### src/rtl/core/lph_pkg.sv
// Shared types, codes and hash helpers for the linear probing hash table.
// No dependencies; every other file depends on this package.
package lph_pkg;

	localparam int SLOTS_DEF = 1024;
	localparam int KEY_W     = 32;
	localparam int VAL_W     = 32;
	localparam int SLOT_W    = 10;
	localparam int STAT_W    = 3;
	localparam int KIND_W    = 2;

	localparam logic [KIND_W-1:0] KIND_INS = 2'd0;
	localparam logic [KIND_W-1:0] KIND_LKP = 2'd1;
	localparam logic [KIND_W-1:0] KIND_REM = 2'd2;
	localparam logic [KIND_W-1:0] KIND_BAD = 2'd3;

	localparam logic [STAT_W-1:0] ST_OK    = 3'd0;
	localparam logic [STAT_W-1:0] ST_NOTF  = 3'd1;
	localparam logic [STAT_W-1:0] ST_DUP   = 3'd2;
	localparam logic [STAT_W-1:0] ST_FULL  = 3'd3;
	localparam logic [STAT_W-1:0] ST_ZERO  = 3'd4;

	localparam logic [31:0] HC0 = 32'h7ed55d16;
	localparam logic [31:0] HC1 = 32'hc761c23c;
	localparam logic [31:0] HC2 = 32'h165667b1;
	localparam logic [31:0] HC3 = 32'hd3a2646c;
	localparam logic [31:0] HC4 = 32'hfd7046c5;
	localparam logic [31:0] HC5 = 32'hb55a4f09;

	localparam logic [2:0] HASH_LAST = 3'd5;

	typedef struct packed {
		logic              ld_in;
		logic              ld_scan;
		logic              hash;
		logic              modstep;
		logic              home;
		logic              next;
		logic              wr_probe;
		logic              wr_clr;
		logic              clr_other;
		logic              clr_both;
		logic              i_rst;
		logic              i_inc;
		logic              flip;
		logic              cnt_inc;
		logic              cnt_dec;
		logic              reb;
		logic              res_ld;
		logic [STAT_W-1:0] res_status;
		logic              res_val;
		logic              res_slot;
		logic              out_ld;
	} cmd_t;

	typedef struct packed {
		logic [KIND_W-1:0] kind;
		logic              val_zero;
		logic              hash_last;
		logic              mod_last;
		logic              pd_empty;
		logic              pd_match;
		logic              n_last;
		logic              sd_empty;
		logic              i_last;
		logic              full;
	} sts_t;

	function automatic logic [31:0] hash_step(input logic [31:0] h, input logic [2:0] step);
		logic [31:0] r;
		unique case (step)
			3'd0:    r = (h + HC0) + (h << 12);
			3'd1:    r = (h ^ HC1) ^ (h >> 19);
			3'd2:    r = (h + HC2) + (h << 5);
			3'd3:    r = (h + HC3) ^ (h << 9);
			3'd4:    r = (h + HC4) + (h << 3);
			3'd5:    r = (h ^ HC5) ^ (h >> 16);
			default: r = h;
		endcase
		return r;
	endfunction

endpackage

### src/rtl/core/lph_ctrl.sv
// Controller state machine: sequences hashing, probing, rebuild and clearing.
// Depends on lph_pkg; drives lph_dp through cmd_t.
module lph_ctrl (
	input  logic          clk,
	input  logic          arst_n,
	input  logic          in_valid,
	output logic          in_ready,
	output logic          out_valid,
	input  logic          out_ready,
	input  lph_pkg::sts_t sts,
	output lph_pkg::cmd_t cmd
);
	import lph_pkg::*;

	localparam logic [3:0] S_RST  = 4'd0;
	localparam logic [3:0] S_IDLE = 4'd1;
	localparam logic [3:0] S_DEC  = 4'd2;
	localparam logic [3:0] S_HASH = 4'd3;
	localparam logic [3:0] S_MOD  = 4'd4;
	localparam logic [3:0] S_HOME = 4'd5;
	localparam logic [3:0] S_WAIT = 4'd6;
	localparam logic [3:0] S_CHK  = 4'd7;
	localparam logic [3:0] S_CLR  = 4'd8;
	localparam logic [3:0] S_SCAN = 4'd9;
	localparam logic [3:0] S_SCHK = 4'd10;
	localparam logic [3:0] S_SNXT = 4'd11;
	localparam logic [3:0] S_DONE = 4'd12;

	logic [3:0] state_q, state_d;
	logic       reb_q, reb_d;
	logic       ov_q, ov_d;

	assign in_ready  = (state_q == S_IDLE);
	assign out_valid = ov_q;

	always_comb begin
		cmd     = '0;
		cmd.reb = reb_q;
		state_d = state_q;
		reb_d   = reb_q;
		ov_d    = ov_q && !out_ready;
		unique case (state_q)
			S_RST: begin
				cmd.clr_both = 1'b1;
				cmd.i_inc    = 1'b1;
				if (sts.i_last) begin
					cmd.i_rst = 1'b1;
					state_d   = S_IDLE;
				end
			end
			S_IDLE: begin
				if (in_valid) begin
					cmd.ld_in = 1'b1;
					state_d   = S_DEC;
				end
			end
			S_DEC: begin
				if (sts.kind == KIND_BAD) begin
					cmd.res_ld     = 1'b1;
					cmd.res_status = ST_NOTF;
					state_d        = S_DONE;
				end else if (sts.kind == KIND_INS && sts.val_zero) begin
					cmd.res_ld     = 1'b1;
					cmd.res_status = ST_ZERO;
					state_d        = S_DONE;
				end else begin
					state_d = S_HASH;
				end
			end
			S_HASH: begin
				cmd.hash = 1'b1;
				if (sts.hash_last)
					state_d = S_MOD;
			end
			S_MOD: begin
				cmd.modstep = 1'b1;
				if (sts.mod_last)
					state_d = S_HOME;
			end
			S_HOME: begin
				cmd.home = 1'b1;
				state_d  = S_WAIT;
			end
			S_WAIT: begin
				state_d = S_CHK;
			end
			S_CHK: begin
				if (reb_q) begin
					if (sts.pd_empty) begin
						cmd.wr_probe = 1'b1;
						state_d      = S_SNXT;
					end else if (sts.n_last) begin
						state_d = S_SNXT;
					end else begin
						cmd.next = 1'b1;
						state_d  = S_WAIT;
					end
				end else if (sts.pd_empty || (sts.n_last && !sts.pd_match)) begin
					cmd.res_ld = 1'b1;
					state_d    = S_DONE;
					if (sts.kind == KIND_INS) begin
						if (sts.full || !sts.pd_empty) begin
							cmd.res_status = ST_FULL;
						end else begin
							cmd.res_status = ST_OK;
							cmd.wr_probe   = 1'b1;
							cmd.cnt_inc    = 1'b1;
						end
					end else begin
						cmd.res_status = ST_NOTF;
					end
				end else if (sts.pd_match) begin
					cmd.res_ld = 1'b1;
					state_d    = S_DONE;
					if (sts.kind == KIND_INS) begin
						cmd.res_status = ST_DUP;
					end else if (sts.kind == KIND_LKP) begin
						cmd.res_status = ST_OK;
						cmd.res_val    = 1'b1;
						cmd.res_slot   = 1'b1;
					end else begin
						cmd.res_status = ST_OK;
						cmd.res_val    = 1'b1;
						cmd.wr_clr     = 1'b1;
						cmd.cnt_dec    = 1'b1;
						cmd.i_rst      = 1'b1;
						state_d        = S_CLR;
					end
				end else begin
					cmd.next = 1'b1;
					state_d  = S_WAIT;
				end
			end
			S_CLR: begin
				cmd.clr_other = 1'b1;
				cmd.i_inc     = 1'b1;
				if (sts.i_last) begin
					cmd.i_rst = 1'b1;
					reb_d     = 1'b1;
					state_d   = S_SCAN;
				end
			end
			S_SCAN: begin
				state_d = S_SCHK;
			end
			S_SCHK: begin
				if (!sts.sd_empty) begin
					cmd.ld_scan = 1'b1;
					state_d     = S_HASH;
				end else begin
					state_d = S_SNXT;
				end
			end
			S_SNXT: begin
				if (sts.i_last) begin
					cmd.flip  = 1'b1;
					cmd.i_rst = 1'b1;
					reb_d     = 1'b0;
					state_d   = S_DONE;
				end else begin
					cmd.i_inc = 1'b1;
					state_d   = S_SCAN;
				end
			end
			S_DONE: begin
				if (!ov_q || out_ready) begin
					cmd.out_ld = 1'b1;
					ov_d       = 1'b1;
					state_d    = S_IDLE;
				end
			end
			default: begin
				state_d = S_IDLE;
			end
		endcase
	end

	always_ff @(posedge clk or negedge arst_n) begin
		if (!arst_n) begin
			state_q <= S_RST;
			reb_q   <= 1'b0;
			ov_q    <= 1'b0;
		end else begin
			state_q <= state_d;
			reb_q   <= reb_d;
			ov_q    <= ov_d;
		end
	end

endmodule

### config.mk
export PLATFORM = sky130hd
export DESIGN_NAME = lph_ctrl
export DESIGN_NICKNAME = d
export VERILOG_FILES = /design/src/rtl/core/lph_pkg.sv /design/src/rtl/core/lph_ctrl.sv
export SDC_FILE = /design/constraint.sdc
export NUM_CORES = 1
export LEC_CHECK = 0
export ABC_AREA = 0
export BUFFER_PORTS_ARGS = -buffer_cell sky130_fd_sc_hd__clkbuf_2
export CAP_MARGIN = 20
export CELL_PAD_IN_SITES_DETAIL_PLACEMENT = 1
export CELL_PAD_IN_SITES_GLOBAL_PLACEMENT = 2
export CORE_ASPECT_RATIO = 1.75
export CORE_MARGIN = 2
export CORE_UTILIZATION = 24
export DETAILED_ROUTE_END_ITERATION = 12
export GPL_ROUTABILITY_DRIVEN = 0
export GPL_TIMING_DRIVEN = 0
export PLACE_DENSITY_LB_ADDON = 0.1
export SLEW_MARGIN = 20
export SYNTH_ARGS = -nofsm -noshare
export SYNTH_HDL_FRONTEND = slang
export SYNTH_SLANG_ARGS = --single-unit
### constraint.sdc
create_clock -name clk -period 3.3 [get_ports clk]
set_clock_uncertainty 0.15 [all_clocks]
set_input_delay 0.33 -clock clk [delete_from_list [all_inputs] [get_ports clk]]
set_output_delay 0.33 -clock clk [all_outputs]
set_load 0.005 [all_outputs]
# ---- After elaboration in Yosys (flattened, before gate mapping)
# Cells that the tools add are included.
dict set report word_totals {
  regBits 6
  latch_bits 0
  mem_bits_rw 0
  mem_bits_ro 0
  input_bits 15
  out_inout_bits 25
  mem_count 0
}
dict set report op_classes {
  add_sub_neg 0
  n_mul 0
  div_mod_pow 0
  n_lt_le_gt_ge 0
  n_eq_ne 21
  shifts 0
  muxes 69
  bitwise_logic 0
  reduce_logical 17
}
# cell count
set ops {}
lappend ops {{$mux 4} 17}
lappend ops {{$pmux 4 s13} 1}
lappend ops {{$mux 1} 32}
lappend ops {{$eq 4x4->1 const B} 5}
lappend ops {{$eq 4x3->1 const B} 4}
lappend ops {{$mux 2} 8}
lappend ops {{$mux 3} 5}
lappend ops {{$ne 2x2->1 const B} 7}
lappend ops {{$mux 6} 2}
lappend ops {{$eq 4x2->1 const B} 2}
lappend ops {{$pmux 4 s2} 1}
lappend ops {{$pmux 1 s2} 3}
lappend ops {{$reduce_and 6->1} 1}
lappend ops {{$eq 4x1->1 const B} 1}
lappend ops {{$logic_not 1->1} 4}
lappend ops {{$logic_not 4->1} 1}
lappend ops {{$logic_and 1x1->1} 3}
lappend ops {{$logic_or 1x1->1} 3}
lappend ops {{$reduce_and 3->1} 1}
lappend ops {{$reduce_or 3->1} 1}
lappend ops {{$eq 2x1->1 const B} 1}
lappend ops {{$eq 2x2->1 const B} 1}
lappend ops {{$logic_not 2->1} 1}
lappend ops {{$reduce_bool 2->1} 1}
lappend ops {{$reduce_or 2->1} 1}

# ---- Logic depth before layout (Yosys ltp)
dict set report logic_depth {
  depth_word 7
  mapped_depth 7
  depth_no_buf 5
}

# ---- Least setup slack after synthesis
# No wires, ideal clock.
dict set report synth_path {
  path_kind {flip-flop to output port}
  startpoint {register state_q[3]}
  endpoint {output port cmd[12] in the netlist's numbering}
  arrival_ns 1.537
  slack_ns 1.283
  stages_incl_launch_ff 7
  path_buffers 1
  path_cell_list {dfrtp_1 -> nand2b_1 -> buf_2 -> or3_4 -> nor3b_2 -> and2_1 -> a31o_1}
}
# item line_no
set synth_lines {}
lappend synth_lines {{start, declared} lph_ctrl.sv:29} ;# logic [3:0] state_q, state_d;
lappend synth_lines {{start signal, assigned} lph_ctrl.sv:184} ;# state_q <= state_d;
lappend synth_lines {{end, declared} lph_ctrl.sv:11} ;# output lph_pkg::cmd_t cmd

==> flow_metrics.env <==
export IMPL_worst_slew_pin_slew_ns=0.5424
export IMPL_top_usage_layer="met2"
export IMPL_grt_pass1_wl_um=4340
export IMPL_finalSetupViolCount=0
export IMPL_cts_setup_buffers=0
export IMPL_routed_via_count=932
export IMPL_cts_tree="built"
export IMPL_ys_types=44
export IMPL_yosysSeqAreaShare=0.2030
export IMPL_ys_ff_latch=6
export IMPL_drive_gt1_frac=0.3605
export IMPL_die_h_um=77.43
export IMPL_cap_violations=0
export IMPL_via_per_inst=5.326
export IMPL_rows=26
export IMPL_cts_clk_slew_worst_paths_ns=0.03
export IMPL_die_area_um2=3559
export IMPL_numCtsBuffers=3
export IMPL_numClockSinks=6
export IMPL_synthesis_area_um2=739.5
export IMPL_die_width_um=45.96
export IMPL_ant_nets=0
export IMPL_synthArstFlopShare=1.000
export IMPL_place_ws_ns=0.9939
export IMPL_fill_cells=413
export IMPL_initial_utilization=0.2526
export IMPL_grt_overflow=0
export IMPL_layout_commonest_cell="clkbuf_2"
export IMPL_synthTopCellsByArea="dfrtp_1 20%, nand2_1 6.1%, nor3_1 4.7%"
export IMPL_synth_top_area_share=0.2030
export IMPL_met2_usage=0.3208
export IMPL_power_leakage_nw=0.5051
export IMPL_drv_slew=0
export IMPL_cts_hold_buffers=1
export IMPL_first_pass_iters=2
export IMPL_finalPower_mw=0.7522
export IMPL_io_pin_count=40
export IMPL_rsz0062_at_grt="no"
export IMPL_hold_slack_ns=0.2515
export IMPL_syn_to_final_growth_pct=38.07
export IMPL_grt_met1_usage=0.1587
export IMPL_min_from="sts[7]"
export IMPL_tns_ns=0
export IMPL_post_synth_cell_area_avg_um2=7.110
export IMPL_power_density_nw_per_um2=736.7
export IMPL_grt_max_degree=11
export IMPL_relSlewSlack=0.6356
export IMPL_worst_r2r_cell_count=6
export IMPL_dp_cells=171
export IMPL_clk_latency_ns=0.22
export IMPL_hold_viol=0
export IMPL_critPathLaunchType="flop"
export IMPL_cts_root_buf="clkbuf_8"
export IMPL_finalNetCount=164
export IMPL_grt_pass1_vias=953
export IMPL_ys_flop_type="dfrtp_1"
export IMPL_worstReg2RegStart="state_q[0]"
export IMPL_clk_path_buf_depth=2
export IMPL_yosys_area_top_type="dfrtp_1"
export IMPL_hold_path_class="in2reg"
export IMPL_hpwlAfterDp_um=2231
export IMPL_htreeDepth=1
export IMPL_antenna_found_initial=0
export IMPL_coreArea_um2=2928
export IMPL_path_class="reg2out"
export IMPL_outcome="completed"
export IMPL_finalCritPeriodShare=0.7662
export IMPL_io_buffers=39
export IMPL_grtUsageMet3=0.006977
export IMPL_hold_path_cell_count=3
export IMPL_diodes=0
export IMPL_period_needed_ns=2.529
export IMPL_track_usage=0.1610
export IMPL_ir_worst_vdd_uv=188.7
export IMPL_drc_errors=0
export IMPL_critPathLaunch="state_q[3]"
export IMPL_netlist_instances=104
export IMPL_endpoint_kind="output pin"
export IMPL_max_freq_mhz=395.5
export IMPL_drt_iter0_markers=4
export IMPL_post_drt_wl_per_cell_um=15.31
export IMPL_instances_no_fill=175
export IMPL_cp_arrival_ns=2.05
export IMPL_syn_nets=119
export IMPL_synth_edf_count=0
export IMPL_crit_fanout=8
export IMPL_wl_um=2679
export IMPL_yosysWarnings=0
export IMPL_final_cell_mix="40 x clkbuf_2, 12 x nand2_1, 7 x nor3_1, 7 x nor2_1, 7 x o21ai_0"
export IMPL_cts_repair_resized=0
export IMPL_worst_slack_ns=0.7714
export IMPL_cp_required_ns=2.82
-- sequential cells by signal (all words and copies together), names as in the netlist --
signal	cells
state_q	4
reb_q	1
out_valid	1
-- Yosys cell counts (2+ instances only) --
master,n
dfrtp_1,6
nor2_1,7
o21ai_1,2
o211ai_1,2
buf_4,2
clkbuf_1,3
inv_1,6
o21ai_0,7
a31oi_1,2
nand3_1,5
a21oi_1,4
nand2b_1,4
buf_2,2
nand2_1,12
nor2b_1,4
and2_1,2
nor3_1,7
-- routing by layer --
metal	wire, µm	share of wire
met3	80	0.030
met5	0	0
met4	27	0.010
met1	971	0.36
met2	1599	0.60
-- final timing paths --
path	to	slack, ns
min in group asynchronous	reb_q	0.32
hold / removal	state_q[1]	0.25
hold reg to reg	out_valid	0.38
max in group asynchronous	state_q[0]	2.53
setup / recovery	cmd[12]	0.77
setup reg to reg	state_q[3]	1.33
-- report_power, final --
group	leakage (nW)	switching, mW	internal (mW)
clock network	0.0216	0.0296	0.0781
logic	0.412	0.293	0.212
registers	0.0719	0.0334	0.107
-- kinds of logic after synthesis --
kind of cell / count (synthesis) / synth area share
flops: 6 / 0.2030
simple gates: 53 / 0.3993
compound gates: 28 / 0.2674
mux: 2 / 0.02876
buf+inv: 15 / 0.1015
-- worst max-delay path, stage by stage (launching register included) --
cell and delay [ns]:
dfrtp_1 0.44, nand2b_1 0.17, buf_2 0.18, or3_4 0.37
nor3b_2 0.24, and2_1 0.21, a31o_1 0.11, clkbuf_2 0.11
-- through the flow --
step             util  instance area [µm²]
6_report       0.3487                 1021
5_1_grt        0.3487                 1021
4_1_cts        0.3487                 1021
3_5_place_dp   0.3312                969.7
3_3_place_gp   0.3312                969.7
2_1_floorplan       -                739.5
-- final cells by class --
type,instances,area [µm²],area share
tap,28,35.03,0.03431
buffer,9,52.55,0.05147
sequential,6,150.1,0.1471
timing repair buffer,40,205.2,0.2010
inverter,6,22.52,0.02206
multi-input combinational,83,514.2,0.5037
clock buffer,3,41.29,0.04044
No activity file was read; power rests on OpenSTA's default activity.
